`config.mk`:
```
export PLATFORM = sky130hd
export DESIGN_NAME = url_percent_decoder_unit
export DESIGN_NICKNAME = d
export VERILOG_FILES = /design/src/rtl/urlpd_pkg.sv /design/src/rtl/url_percent_decoder_unit.sv
export SDC_FILE = /design/constraint.sdc
export NUM_CORES = 1
export LEC_CHECK = 0
export BUFFER_PORTS_ARGS = -buffer_cell sky130_fd_sc_hd__buf_4
export CAP_MARGIN = 20
export CORE_MARGIN = 2
export CORE_UTILIZATION = 52
export CTS_BUF_LIST = sky130_fd_sc_hd__clkbuf_8
export CTS_CLUSTER_DIAMETER = 60
export CTS_CLUSTER_SIZE = 28
export DETAILED_ROUTE_END_ITERATION = 7
export HOLD_SLACK_MARGIN = 0.05
export PLACE_DENSITY_LB_ADDON = 0.3
export SLEW_MARGIN = 20
export SYNTH_ARGS = -nofsm -noshare
export SYNTH_HDL_FRONTEND = slang
export SYNTH_SLANG_ARGS = --single-unit
```
`constraint.sdc`:
```
create_clock -name clk -period 4.2 [get_ports clk]
set_clock_uncertainty 0.05 [all_clocks]
set_input_delay 0.21 -clock clk [delete_from_list [all_inputs] [get_ports clk]]
set_output_delay 0.21 -clock clk [all_outputs]
set_load 0.02 [all_outputs]
```
`src/rtl/urlpd_pkg.sv`:
```
// Shared types, codes and byte classifiers for the URL percent decoder.
// No dependencies; used by url_percent_decoder_unit.
`default_nettype none

package urlpd_pkg;

    localparam int unsigned BYTE_W   = 8;
    localparam int unsigned MODE_W   = 3;
    localparam int unsigned STATUS_W = 2;
    localparam int unsigned PHASE_W  = 2;
    localparam int unsigned NIBBLE_W = 4;
    localparam int unsigned ADDR_W   = 3;
    localparam int unsigned DATA_W   = 32;

    // Register indexes.
    localparam logic REG_COMPONENT_MODE = 1'b0;

    // Component modes.
    localparam logic [MODE_W-1:0] MODE_PATH     = 3'd0;
    localparam logic [MODE_W-1:0] MODE_HOST     = 3'd2;
    localparam logic [MODE_W-1:0] MODE_ZONE     = 3'd3;
    localparam logic [MODE_W-1:0] MODE_QUERY    = 3'd5;

    // Result status codes.
    localparam logic [STATUS_W-1:0] STATUS_OK     = 2'd0;
    localparam logic [STATUS_W-1:0] STATUS_ESCAPE = 2'd1;
    localparam logic [STATUS_W-1:0] STATUS_HOST   = 2'd2;

    // Escape phases.
    localparam logic [PHASE_W-1:0] PHASE_IDLE    = 2'd0;
    localparam logic [PHASE_W-1:0] PHASE_PERCENT = 2'd1;
    localparam logic [PHASE_W-1:0] PHASE_DIGIT   = 2'd2;

    localparam logic [BYTE_W-1:0] CHAR_PERCENT = 8'h25;
    localparam logic [BYTE_W-1:0] CHAR_PLUS    = 8'h2B;
    localparam logic [BYTE_W-1:0] CHAR_SPACE   = 8'h20;
    localparam logic [BYTE_W-1:0] CHAR_TWO     = 8'h32;
    localparam logic [BYTE_W-1:0] CHAR_FIVE    = 8'h35;

    function automatic logic is_hex(input logic [BYTE_W-1:0] c);
        return (c >= 8'h30 && c <= 8'h39) || (c >= 8'h61 && c <= 8'h66) ||
               (c >= 8'h41 && c <= 8'h46);
    endfunction

    function automatic logic [NIBBLE_W-1:0] hex_value(input logic [BYTE_W-1:0] c);
        logic [BYTE_W-1:0] v;
        v = 8'h00;
        if (c >= 8'h30 && c <= 8'h39)
        begin
            v = c - 8'h30;
        end
        else if (c >= 8'h61 && c <= 8'h66)
        begin
            v = c - 8'h57;
        end
        else if (c >= 8'h41 && c <= 8'h46)
        begin
            v = c - 8'h37;
        end
        return v[NIBBLE_W-1:0];
    endfunction

    // True for any byte that may not stand in a host name.
    function automatic logic host_forbidden(input logic [BYTE_W-1:0] c);
        logic ok;
        ok = (c >= 8'h61 && c <= 8'h7A) || (c >= 8'h41 && c <= 8'h5A) ||
             (c >= 8'h30 && c <= 8'h39);
        case (c)
            8'h2D, 8'h5F, 8'h2E, 8'h7E, 8'h21, 8'h24, 8'h26, 8'h27, 8'h28, 8'h29,
            8'h2A, 8'h2B, 8'h2C, 8'h3B, 8'h3D, 8'h3A, 8'h5B, 8'h5D, 8'h3C, 8'h3E,
            8'h22:
            begin
                ok = 1'b1;
            end
            default:
            begin
                ok = ok;
            end
        endcase
        return !ok;
    endfunction

endpackage

`default_nettype wire

```
`src/rtl/url_percent_decoder_unit.sv`:
```
// URL component percent decoder: input register, one decode step, result register.
// Depends on urlpd_pkg for codes and byte classifiers.
`default_nettype none

// Channel   | Direction | tdata                | tuser                          | tlast
// ----------+-----------+----------------------+--------------------------------+---------------
// s_axis    | in        | [7:0] in_byte        | -                              | end_of_input
// m_axis    | out       | [7:0] out_byte       | [0] byte_valid, [2:1] status   | end_of_output
// apb       | in/out    | 0x0: component_mode  | -                              | -
//
// An accepted word waits in the input register until the decode step takes it, which writes
// the escape state and the result register, from which its result is offered.
// One word is accepted in every cycle while the result side keeps taking words.
// A stalled result register holds a full input register, which holds s_axis_tready low.
// After reset the mode is path, no escape is open and no error is pending.
// An opening '%', a first hex digit or a byte after an error yields no word unless it is last.

module url_percent_decoder_unit
(
    input  wire logic                            clk,
    input  wire logic                            rst_n,
    // Input stream.
    input  wire logic                            s_axis_tvalid,
    output logic                                 s_axis_tready,
    input  wire logic [urlpd_pkg::BYTE_W-1:0]    s_axis_tdata,   // [7:0] in_byte
    input  wire logic                            s_axis_tlast,   // end_of_input
    // Output stream.
    output logic                                 m_axis_tvalid,
    input  wire logic                            m_axis_tready,
    output logic [urlpd_pkg::BYTE_W-1:0]         m_axis_tdata,   // [7:0] out_byte
    output logic [urlpd_pkg::STATUS_W:0]         m_axis_tuser,   // [0] byte_valid, [2:1] status
    output logic                                 m_axis_tlast,   // end_of_output
    // Configuration port.
    input  wire logic                            psel,
    input  wire logic                            penable,
    input  wire logic                            pwrite,
    input  wire logic [urlpd_pkg::ADDR_W-1:0]    paddr,
    input  wire logic [urlpd_pkg::DATA_W-1:0]    pwdata,
    output logic [urlpd_pkg::DATA_W-1:0]         prdata,
    output logic                                 pready
);

    // Configuration register. The word index is paddr[2]; the low bits are byte lanes.
    logic [urlpd_pkg::MODE_W-1:0] mode_reg;
    logic                         cfg_write;

    assign pready    = 1'b1;
    assign cfg_write = psel && penable && pwrite && pready &&
                       (paddr[2] == urlpd_pkg::REG_COMPONENT_MODE);

    always_ff @(posedge clk or negedge rst_n)
    begin
        if (!rst_n)
        begin
            mode_reg <= urlpd_pkg::MODE_PATH;
        end
        else if (cfg_write)
        begin
            mode_reg <= pwdata[urlpd_pkg::MODE_W-1:0];
        end
    end

    always_comb
    begin
        prdata = '0;
        if (paddr[2] == urlpd_pkg::REG_COMPONENT_MODE)
        begin
            prdata = {{(urlpd_pkg::DATA_W - urlpd_pkg::MODE_W){1'b0}}, mode_reg};
        end
    end

    // Input register.
    logic                         in_valid_reg;
    logic [urlpd_pkg::BYTE_W-1:0] in_byte_reg;
    logic                         in_last_reg;

    // Result register.
    logic                           out_valid_reg;
    logic [urlpd_pkg::BYTE_W-1:0]   out_byte_reg;
    logic                           out_bv_reg;
    logic [urlpd_pkg::STATUS_W-1:0] out_status_reg;
    logic                           out_last_reg;

    // Escape state.
    logic [urlpd_pkg::PHASE_W-1:0]  phase_reg,  phase_next;
    logic [urlpd_pkg::NIBBLE_W-1:0] nibble_reg, nibble_next;
    logic                           two_reg,    two_next;
    logic [urlpd_pkg::STATUS_W-1:0] sticky_reg, sticky_next;

    // The decode step runs when the input register holds a word and the result
    // register is free or is being emptied in this cycle.
    logic step_go;
    logic step_fire;
    logic in_take;

    assign step_go       = !out_valid_reg || m_axis_tready;
    assign step_fire     = in_valid_reg && step_go;
    assign s_axis_tready = !in_valid_reg || step_go;
    assign in_take       = s_axis_tvalid && s_axis_tready;

    always_ff @(posedge clk or negedge rst_n)
    begin
        if (!rst_n)
        begin
            in_valid_reg <= 1'b0;
        end
        else if (s_axis_tready)
        begin
            in_valid_reg <= s_axis_tvalid;
        end
    end

    always_ff @(posedge clk)
    begin
        if (in_take)
        begin
            in_byte_reg <= s_axis_tdata;
            in_last_reg <= s_axis_tlast;
        end
    end

    // Decode step.
    logic [urlpd_pkg::BYTE_W-1:0]   step_byte;
    logic                           step_bv;
    logic [urlpd_pkg::STATUS_W-1:0] step_status;
    logic                           step_emit;
    logic [urlpd_pkg::NIBBLE_W-1:0] digit;
    logic [urlpd_pkg::BYTE_W-1:0]   decoded;
    logic                           is_25;
    logic                           hostish;

    assign digit   = urlpd_pkg::hex_value(in_byte_reg);
    assign decoded = {nibble_reg, digit};
    assign is_25   = two_reg && (in_byte_reg == urlpd_pkg::CHAR_FIVE);
    assign hostish = (mode_reg == urlpd_pkg::MODE_HOST) || (mode_reg == urlpd_pkg::MODE_ZONE);

    always_comb
    begin
        phase_next  = phase_reg;
        nibble_next = nibble_reg;
        two_next    = two_reg;
        sticky_next = sticky_reg;
        step_byte   = '0;
        step_bv     = 1'b0;
        step_status = urlpd_pkg::STATUS_OK;

        if (sticky_reg == urlpd_pkg::STATUS_OK)
        begin
            case (phase_reg)
                urlpd_pkg::PHASE_PERCENT:
                begin
                    if (urlpd_pkg::is_hex(in_byte_reg))
                    begin
                        nibble_next = digit;
                        two_next    = (in_byte_reg == urlpd_pkg::CHAR_TWO);
                        phase_next  = urlpd_pkg::PHASE_DIGIT;
                    end
                    else
                    begin
                        step_status = urlpd_pkg::STATUS_ESCAPE;
                    end
                end
                urlpd_pkg::PHASE_DIGIT:
                begin
                    if (urlpd_pkg::is_hex(in_byte_reg))
                    begin
                        phase_next = urlpd_pkg::PHASE_IDLE;
                        // Host names only take non-ASCII escapes, apart from the percent sign.
                        if ((mode_reg == urlpd_pkg::MODE_HOST) && !nibble_reg[3] && !is_25)
                        begin
                            step_status = urlpd_pkg::STATUS_ESCAPE;
                        end
                        else if ((mode_reg == urlpd_pkg::MODE_ZONE) && !is_25 &&
                                 (decoded != urlpd_pkg::CHAR_SPACE) &&
                                 urlpd_pkg::host_forbidden(decoded))
                        begin
                            step_status = urlpd_pkg::STATUS_ESCAPE;
                        end
                        else
                        begin
                            step_byte = decoded;
                            step_bv   = 1'b1;
                        end
                    end
                    else
                    begin
                        step_status = urlpd_pkg::STATUS_ESCAPE;
                    end
                end
                default:
                begin
                    // Outside an escape; the unused phase code behaves the same.
                    phase_next = urlpd_pkg::PHASE_IDLE;
                    if (in_byte_reg == urlpd_pkg::CHAR_PERCENT)
                    begin
                        phase_next = urlpd_pkg::PHASE_PERCENT;
                    end
                    else if (in_byte_reg == urlpd_pkg::CHAR_PLUS)
                    begin
                        step_byte = (mode_reg == urlpd_pkg::MODE_QUERY) ?
                                    urlpd_pkg::CHAR_SPACE : urlpd_pkg::CHAR_PLUS;
                        step_bv   = 1'b1;
                    end
                    else if (hostish && !in_byte_reg[7] && urlpd_pkg::host_forbidden(in_byte_reg))
                    begin
                        step_status = urlpd_pkg::STATUS_HOST;
                    end
                    else
                    begin
                        step_byte = in_byte_reg;
                        step_bv   = 1'b1;
                    end
                end
            endcase

            if (step_status != urlpd_pkg::STATUS_OK)
            begin
                sticky_next = step_status;
                phase_next  = urlpd_pkg::PHASE_IDLE;
            end
            else if (in_last_reg && (phase_next != urlpd_pkg::PHASE_IDLE))
            begin
                // The string ends inside an escape.
                step_status = urlpd_pkg::STATUS_ESCAPE;
            end
        end

        if (in_last_reg)
        begin
            phase_next  = urlpd_pkg::PHASE_IDLE;
            nibble_next = '0;
            two_next    = 1'b0;
            sticky_next = urlpd_pkg::STATUS_OK;
        end
    end

    assign step_emit = step_bv || (step_status != urlpd_pkg::STATUS_OK) || in_last_reg;

    always_ff @(posedge clk or negedge rst_n)
    begin
        if (!rst_n)
        begin
            phase_reg  <= urlpd_pkg::PHASE_IDLE;
            nibble_reg <= '0;
            two_reg    <= 1'b0;
            sticky_reg <= urlpd_pkg::STATUS_OK;
        end
        else if (step_fire)
        begin
            phase_reg  <= phase_next;
            nibble_reg <= nibble_next;
            two_reg    <= two_next;
            sticky_reg <= sticky_next;
        end
    end

    always_ff @(posedge clk or negedge rst_n)
    begin
        if (!rst_n)
        begin
            out_valid_reg <= 1'b0;
        end
        else if (step_go)
        begin
            out_valid_reg <= step_fire && step_emit;
        end
    end

    always_ff @(posedge clk)
    begin
        if (step_fire && step_emit)
        begin
            out_byte_reg   <= step_byte;
            out_bv_reg     <= step_bv;
            out_status_reg <= step_status;
            out_last_reg   <= in_last_reg;
        end
    end

    assign m_axis_tvalid = out_valid_reg;
    assign m_axis_tdata  = out_byte_reg;
    assign m_axis_tuser  = {out_status_reg, out_bv_reg};
    assign m_axis_tlast  = out_last_reg;

    // A word that carries a byte never carries an error.
    assert property (@(posedge clk) disable iff (!rst_n)
        out_valid_reg && out_bv_reg |-> out_status_reg == urlpd_pkg::STATUS_OK)
        else $error("decoded byte reported together with an error status");

    // Once an error is pending, no further error is reported in the same string.
    assert property (@(posedge clk) disable iff (!rst_n)
        step_fire && (sticky_reg != urlpd_pkg::STATUS_OK) |->
            step_status == urlpd_pkg::STATUS_OK && !step_bv)
        else $error("word decoded or error repeated after a sticky error");

    // The closing word of a string leaves the escape state clean.
    assert property (@(posedge clk) disable iff (!rst_n)
        step_fire && in_last_reg |=>
            phase_reg == urlpd_pkg::PHASE_IDLE && sticky_reg == urlpd_pkg::STATUS_OK)
        else $error("escape state not cleared at the end of a string");

    // The escape state moves only when a word is decoded.
    assert property (@(posedge clk) disable iff (!rst_n)
        !step_fire |=> $stable(phase_reg) && $stable(sticky_reg))
        else $error("escape state changed without a decode step");

endmodule

`default_nettype wire

```
==> results.cfg, run 1 <==
[setup_path]
setup.worst_path.start = in_byte_reg[1]
timing.rr.start = in_byte_reg[1]
arrival_ns = 3.84
crit_required_ns = 4.12
ff2ff_setup_slack_ns = 0.28
reg2reg_to = m_axis_tdata[3]
cp-start-kind = flip-flop
cp_max_fo = 12
end_kind = flip-flop
critical_path_class = reg -> reg
r2r_cells = 12

[floorplanning]
fp.dieArea_um2 = 5790
num_rows = 26
pin_count = 98
initial_utilization_pct = 53.3
fp.coreArea_um2 = 5070
die_w_um = 76.1
die_h_um = 76.1

[run_status]
status = complete, no violations

[clocking]
cts_buffers = 5
cts_sinks = 35
cts_setup_buffers = 0
cts_tree = yes
clkLatencyLatePin_ns = 0.28
clockBufferDepth = 2
clockRootBuffer = clkbuf_8
ctsHtreeMaxLevel = 2
clk_pin_slew_ns = 0.07

[place]
hpwl_mm = 4.49
placed_area_um2 = 3010
gp_congestion = 0.895
io_buffers = 36
placed_cells = 408

[synth]
synthCells = 299
synth_cell_types = 70
syn_area_um2 = 2700
yosysSeqAreaShare_pct = 36.3
yosys_register_bits = 35
synth_most_common_cell = buf_4
synth_top_area_share_pct = 23.3
syn_avg_cell_area_um2 = 9.04
synth_top_area_cell = edfxtp_1
synthArstFlopShare_pct = 40.0
synth_warnings = 0
yosys-top-cells-area = edfxtp_1 (23%), dfrtp_1 (13%), buf_4 (9.7%)
synth_edf_count = 21
synth_common_cells = buf_4 (35), nor2_1 (32), nand2_1 (23), edfxtp_1 (21), a21oi_1 (17)
synthFlopType = edfxtp_1

[routing]
via_per_inst = 5.61
wl_per_cell_um = 14.2
ant_nets = 0
drtIter0Drc = 217
drc = 0
first_pass_iters = 5
wl_mm = 6.03
vias = 2389

[worst_hold_path]
hold_start = s_axis_tvalid
min_path_type = in -> reg
hold_end = in_valid_reg
whs_path_depth = 2

[timing]
fin_tns_setup_ns = 0
drv_slew = 0
hold_violations = 0
rsz0062_at_grt = no
worst_pin_slew_ns = 0.600
max_slew_margin_pct = 59.4
finalCriticalPeriod_ns = 3.92
setup_violations = 0
fmax_ghz = 0.255
timing.final.crit_share_pct = 93.3

[grt]
grt_max_degree = 15
antenna_found_initial = 0
grtUsageTotal_pct = 21.5
met3_usage_pct = 4.50
grt_pass1_wl_mm = 10.3
use_met2_pct = 34.4
grt_util_met1_pct = 29.4
grt_pass1_vias = 2224
grt_most_used_layer = met2
grt_remaining_overflow = 0

[finish]
num_antenna_cells = 0
post-route-util_pct = 62.8
drive_gt1_share_pct = 23.0
final_nets = 413
stdcell_area_um2 = 3190
stdcell_count = 426
syn_to_final_growth_pct = 18.0

[power_and_ir_drop]
ir_worst_vdd_mv = 0.242
p_leak_nw = 1.34
p_total_uw = 930
p_per_area_nw_per_um2 = 292

[run]
cap_violations = 0
==> per-stage QoR <==
stage | hold WS (ns) | setup slack (ns)
after global placement | 0.0212 | 0.361
final | 0.0731 | 0.280
after global routing | 0.0798 | 0.0396
after detailed placement | 0.0225 | 0.319
after CTS | 0.0671 | 0.270
after floorplan | -0.136 | 0.474
==> critical path, cell delays in order, from the launching register on <==
cell and delay (ns):
edfxtp_1 0.39, inv_1 0.14, ha_1 0.27, or3b_1 0.41
o2111ai_2 0.12, or2_1 0.24, o21ai_0 0.10, a31o_1 0.21
a311o_1 0.30, o41ai_4 0.48, nor3_1 0.09, or4_1 0.44
and2_1 0.35
==> worst max path at each step <==
stage | endpoint | cells past startpoint
after floorplan | m_axis_tdata[0] | 13
after detailed placement | m_axis_tdata[1] | 13
after global routing | m_axis_tdata[1] | 13
after CTS | m_axis_tdata[3] | 12
after global placement | m_axis_tdata[1] | 12
final | m_axis_tdata[3] | 12
==> power breakdown <==
| part | internal, mW | switching (mW) |
|---|---|---|
| clock network | 0.111 | 0.106 |
| registers | 0.406 | 0.0230 |
| logic | 0.117 | 0.167 |
| total | 0.634 | 0.296 |
==> per-layer routing <==
layer | routed length (µm) | up-vias | part of all wire, %
met5 | 0 | - | 0
met4 | 83 | 0 | 1.4
met3 | 493 | 10 | 8.2
met2 | 2820 | 133 | 47
met1 | 2630 | 1101 | 44
li1 | - | 1145 | -
==> layout make-up <==
type | count | area (µm²)
Timing Repair Buffer | 65 | 513
Fill cell | 448 | 1890
Clock buffer | 5 | 68.8
Multi-Input combinational cell | 238 | 1490
Inverter | 10 | 37.5
Clock inverter | 3 | 12.5
Sequential cell | 35 | 981
Tap cell | 70 | 87.6
==> layout by cell type, fill, tap and decap left out, types with 3 or more instances in the layout <==
master         synthesis  routed
o21ai_0               14      14
and2_1                 4       4
dlygate4sd3_1          0      10
nor2_1                32      32
nor4_1                 3       3
dfrtp_1               14      14
clkbuf_8               0       5
nor3_1                 6       6
a22o_1                 5       5
mux2_2                 3       3
edfxtp_1              21      21
and3_1                 5       5
a21oi_1               17      17
conb_1                 2      30
nand2_1               23      23
a31oi_1                3       3
a22oi_1                6       6
ha_1                   7       7
nor2b_1                9       9
nand3_1                8       8
buf_4                 35      55
nand2b_1               4       4
inv_1                  8      10
==> timing repair <==
action,4_1_cts,5_1_grt
resized for setup,0,0
endpoints found under the hold margin,23,0
hold buffers,10,0
==> cells by family (layout without fill, tap and decap cells) <==
group	count (synthesis)	count (layout)	synth area share [%]
AOI/OAI and AO/OA	80	80	22.9
xor gates and xnor gates	3	3	0.972
adders and majority gates	7	7	3.24
buffers and inverters	54	83	12.5
DFF	35	35	36.3
muxes	5	5	1.99
other	2	30	0.278
and+or+nand+nor	113	113	21.9
Power figures use the tool's default switching activity.
==> run 2: changes to the inputs <==
==> constraint.sdc (replaced) <==
create_clock -name clk -period 4.2 [get_ports clk]
set_clock_uncertainty 0.05 [all_clocks]
set_input_delay 0.42 -clock clk [delete_from_list [all_inputs] [get_ports clk]]
set_output_delay 0.42 -clock clk [all_outputs]
set_load 0.02 [all_outputs]
==> results.cfg, run 2 (same netlist as run 1, synthesis figures left out) <==
[run_status]
status = complete, no violations

[run]
cap_violations = 0

[setup_path]
crit_required_ns = 4.12
setup.worst_path.start = in_byte_reg[1]
ff2ff_setup_slack_ns = 0.27
r2r_cells = 12
cp_max_fo = 12
end_kind = flip-flop
critPathCapture = m_axis_tdata[3]
reg2reg_to = m_axis_tdata[3]
cp-start-kind = flip-flop
arrival_ns = 3.85
timing.rr.start = in_byte_reg[1]
critical_path_class = reg -> reg

[place]
io_buffers = 36
hpwl_mm = 4.49
gp_congestion = 0.895
placed_cells = 408
placed_area_um2 = 3010

[floorplanning]
initial_utilization_pct = 53.3
die_h_um = 76.1
fp.coreArea_um2 = 5070
die_w_um = 76.1
pin_count = 98
fp.dieArea_um2 = 5790
num_rows = 26

[routing]
vias = 2320
drc = 0
drtIter0Drc = 203
wl_per_cell_um = 13.9
via_per_inst = 5.56
first_pass_iters = 4
wl_mm = 5.81
ant_nets = 0

[timing]
worst_pin_slew_ns = 0.640
fmax_ghz = 0.255
fin_tns_setup_ns = 0
timing.final.crit_share_pct = 93.5
drv_slew = 0
max_slew_margin_pct = 56.7
rsz0062_at_grt = no
setup_violations = 0
hold_violations = 0
finalCriticalPeriod_ns = 3.93

[finish]
final_common_cell = buf_4
syn_to_final_growth_pct = 14.7
final_cell_mix = buf_4 (55), nor2_1 (32), conb_1 (30)
num_antenna_cells = 0
drive_gt1_share_pct = 23.6
fill_cells = 467
post-route-util_pct = 61.1
stdcell_area_um2 = 3100
stdcell_count = 417
final_nets = 404

[clocking]
cts_tree = yes
ctsHtreeMaxLevel = 2
clockRootBuffer = clkbuf_8
clockBufferDepth = 2
cts_buffers = 5
cts_sinks = 35
clkLatencyLatePin_ns = 0.28
clk_pin_slew_ns = 0.07
cts-resized-gates = 0

[power_and_ir_drop]
p_leak_nw = 1.30
p_per_area_nw_per_um2 = 298
p_total_uw = 923
ir_worst_vdd_mv = 0.243

[grt]
grtUsageTotal_pct = 20.7
grt_pass1_vias = 2149
grt_max_degree = 15
grt_pass1_wl_mm = 9.92
grt_remaining_overflow = 0
antenna_found_initial = 0

[worst_hold_path]
min_path_type = in -> reg
[run 2: cell count changes in the layout (fill, tap and decap cells not counted)]
| cell | previous run | this run |
|---|---|---|
| dlygate4sd3_1 | 10 | 1 |
[run 2: timing repair]
| item | 4_1_cts | 5_1_grt |
|---|---|---|
| hold endpoints to repair | 14 | 0 |
| buffers inserted | 0 | 0 |
| hold buffers | 1 | 0 |
[run 2: routing by layer]
| metal | up-vias | share of wire [%] | track usage (%) |
|---|---|---|---|
| met1 | 1069 | 42 | 28.7 |
| met3 | 8 | 9.4 | 4.50 |
| li1 | 1126 | - | - |
| met2 | 117 | 47 | 32.5 |
| met5 | - | 0 | 0 |
| met4 | 0 | 1.3 | 6.91 |
[run 2: worst min-delay path by stage]
stage | slack (ns) | startpoint | end | cells after the start
CTS | 0.25 | s_axis_tdata[2] | in_byte_reg[2] | 1
finish | 0.26 | s_axis_tdata[2] | in_byte_reg[2] | 1
global route | 0.25 | s_axis_tdata[1] | in_byte_reg[1] | 1
global placement | 0.23 | rst_n | nibble_reg[0] | 1
detailed placement | 0.23 | rst_n | nibble_reg[0] | 1
floorplan | 0.07 | rst_n | in_valid_reg | 0
[run 2: power by group]
| group | total [mW] | internal [mW] | switching, mW | leakage, nW |
|---|---|---|---|---|
| registers | 0.429 | 0.406 | 0.0229 | 0.385 |
| clock network | 0.218 | 0.111 | 0.107 | 0.0505 |
| logic | 0.277 | 0.112 | 0.165 | 0.865 |
[run 2: cell type report]
class / count / area, µm² / area share, %
clock buffer: 5 / 68.8 / 2.22
clock inverter: 3 / 12.5 / 0.404
inverter: 10 / 37.5 / 1.21
multi-input combinational: 238 / 1490 / 48.0
sequential: 35 / 981 / 31.7
tap: 70 / 87.6 / 2.83
timing repair buffer: 56 / 423 / 13.6
[run 2: stage by stage]
step | hold WS [ns] | worst slack [ns]
floorplan | 0.0744 | 0.474
global placement | 0.231 | 0.361
detailed placement | 0.232 | 0.319
CTS | 0.255 | 0.270
global route | 0.250 | 0.0389
finish | 0.260 | 0.275
[run 2: critical path: stages (launching register included)]
cell       delay, ns
edfxtp_1        0.39
inv_1           0.14
ha_1            0.28
or3b_1          0.41
o2111ai_2       0.12
or2_1           0.24
o21ai_0         0.10
a31o_1          0.21
a311o_1         0.30
o41ai_4         0.49
nor3_1          0.09
or4_1           0.44
and2_1          0.35
==> run 3: changes to the inputs <==
Clock period 4.2 ns to 3.75 ns, I/O delays scaled along.
==> results.cfg, run 3 (same netlist as run 1, synthesis figures left out) <==
[power_and_ir_drop]
ir_worst_vdd_mv = 0.302
p_per_area_nw_per_um2 = 351
p_leak_nw = 1.41
p_total_mw = 1.16

[timing]
fin_tns_setup_ns = 0
worst_pin_slew_ns = 0.635
rsz0062_at_grt = no
hold_violations = 0
finalCriticalPeriod_ns = 3.62
max_slew_margin_pct = 57.1
setup_ws_ns = 0.130
drv_slew = 0
timing.final.crit_share_pct = 96.5
setup_violations = 0
fmax_ghz = 0.276

[clocking]
cts_tree = yes
cts_buffers = 5
clockRootBuffer = clkbuf_8
clk_pin_slew_ns = 0.08
clkLatencyLatePin_ns = 0.29
clockBufferDepth = 2
cts_sinks = 35
ctsHtreeMaxLevel = 2

[finish]
seq_area_um2 = 981
stdcell_count = 435
final_nets = 422
fill_cells = 447
multiInputGateArea_um2 = 1520
drive_gt1_share_pct = 29.0
num_antenna_cells = 0
syn_to_final_growth_pct = 22.2
final_cell_mix = buf_4 (71), nor2_1 (32), conb_1 (30)
final_common_cell = buf_4

[setup_path]
cp-start-kind = flip-flop
critical_path_class = reg -> reg
crit_required_ns = 3.76
arrival_ns = 3.63
end_kind = flip-flop
cp_max_fo = 6

[floorplanning]
die_w_um = 76.1
num_rows = 26
fp.dieArea_um2 = 5790
pin_count = 98
die_h_um = 76.1
fp.coreArea_um2 = 5070
initial_utilization_pct = 53.3

[routing]
wl_per_cell_um = 14.9
vias = 2434
drtIter0Drc = 203
wl_mm = 6.48
ant_nets = 0
first_pass_iters = 5
drc = 0
via_per_inst = 5.60

[grt]
grt_pass1_vias = 2266
grt_max_degree = 22
grt_pass1_wl_mm = 10.8
antenna_found_initial = 0
grt_remaining_overflow = 0
grtUsageTotal_pct = 23.2

[place]
placed_cells = 424
gp_congestion = 0.921
hpwl_mm = 5.04
io_buffers = 36
dpl_worst_slack_ns = -0.0445

[run_status]
status = complete, no violations

[run]
cap_violations = 0

[worst_hold_path]
min_path_type = in -> reg
run 3: cell count changes in the layout (fill, tap and decap cells not counted), sizes merged:
cell,before,now
bufinv,0,1
and2,4,5
clkinv,1,2
buf,55,72
inv,12,10
run 3: routing by layer:
layer | GRT usage, % | share of wire, %
met3 | 4.98 | 7.5
met2 | 39.0 | 49
met1 | 29.5 | 42
met5 | 0 | 0
met4 | 8.55 | 1.3
run 3: layout make-up:
cell class	count	area share, %
Sequential cell	35	29.7
Timing Repair Buffer	73	17.0
Tap cell	70	2.65
Clock inverter	3	1.33
Multi-Input combinational cell	239	46.1
Clock buffer	5	2.08
Inverter	10	1.14
run 3: critical path, cell delays in order (launching register included):
cell and delay [ns]:
edfxtp_1 0.41, inv_2 0.06, buf_4 0.13, ha_1 0.20, a21bo_2 0.22, o2111ai_2 0.20, or2_1 0.25, o21ai_0 0.11
a31o_1 0.21, a311o_1 0.30, o41ai_4 0.49, nor3_1 0.10, or4_4 0.45, and2_4 0.21
run 3: timing repair:
item                                   in CTS  in global routing
pin swaps                                   1                  1
setup endpoints to repair                  12                 13
endpoints found under the hold margin      14                  0
gates resized for setup                     1                  6
setup buffers                               0                  1
hold buffers                                1                  0
gates cloned                                0                  1
run 3: through the flow:
stage | util (%) | area [µm²] | hold WS [ns]
finish | 65.1 | 3300 | 0.201
global route | 65.1 | 3300 | 0.195
CTS | 64.3 | 3260 | 0.196
detailed placement | 61.9 | 3140 | 0.191
global placement | 61.9 | 3140 | 0.185
floorplan | - | 2810 | 0.0294
run 3: worst paths after layout:
| check | startpoint | cells past startpoint | slack (ns) | endpoint |
|---|---|---|---|---|
| worst max-delay path | in_byte_reg[0] | 13 | 0.13 | m_axis_tlast |
| worst min-delay path | s_axis_tdata[2] | 1 | 0.20 | in_byte_reg[2] |
| worst max register to register | in_byte_reg[0] | 13 | 0.13 | m_axis_tlast |
| worst min register to register | in_valid_reg | 1 | 0.45 | m_axis_tvalid |
| max in group asynchronous | rst_n | 2 | 3.04 | phase_reg[1] |
| min in group asynchronous | rst_n | 2 | 0.42 | nibble_reg[0] |
run 3: power by group:
part / switching, mW / internal, mW
Combinational: 0.196 / 0.143
Sequential: 0.0236 / 0.454
Clock: 0.146 / 0.198
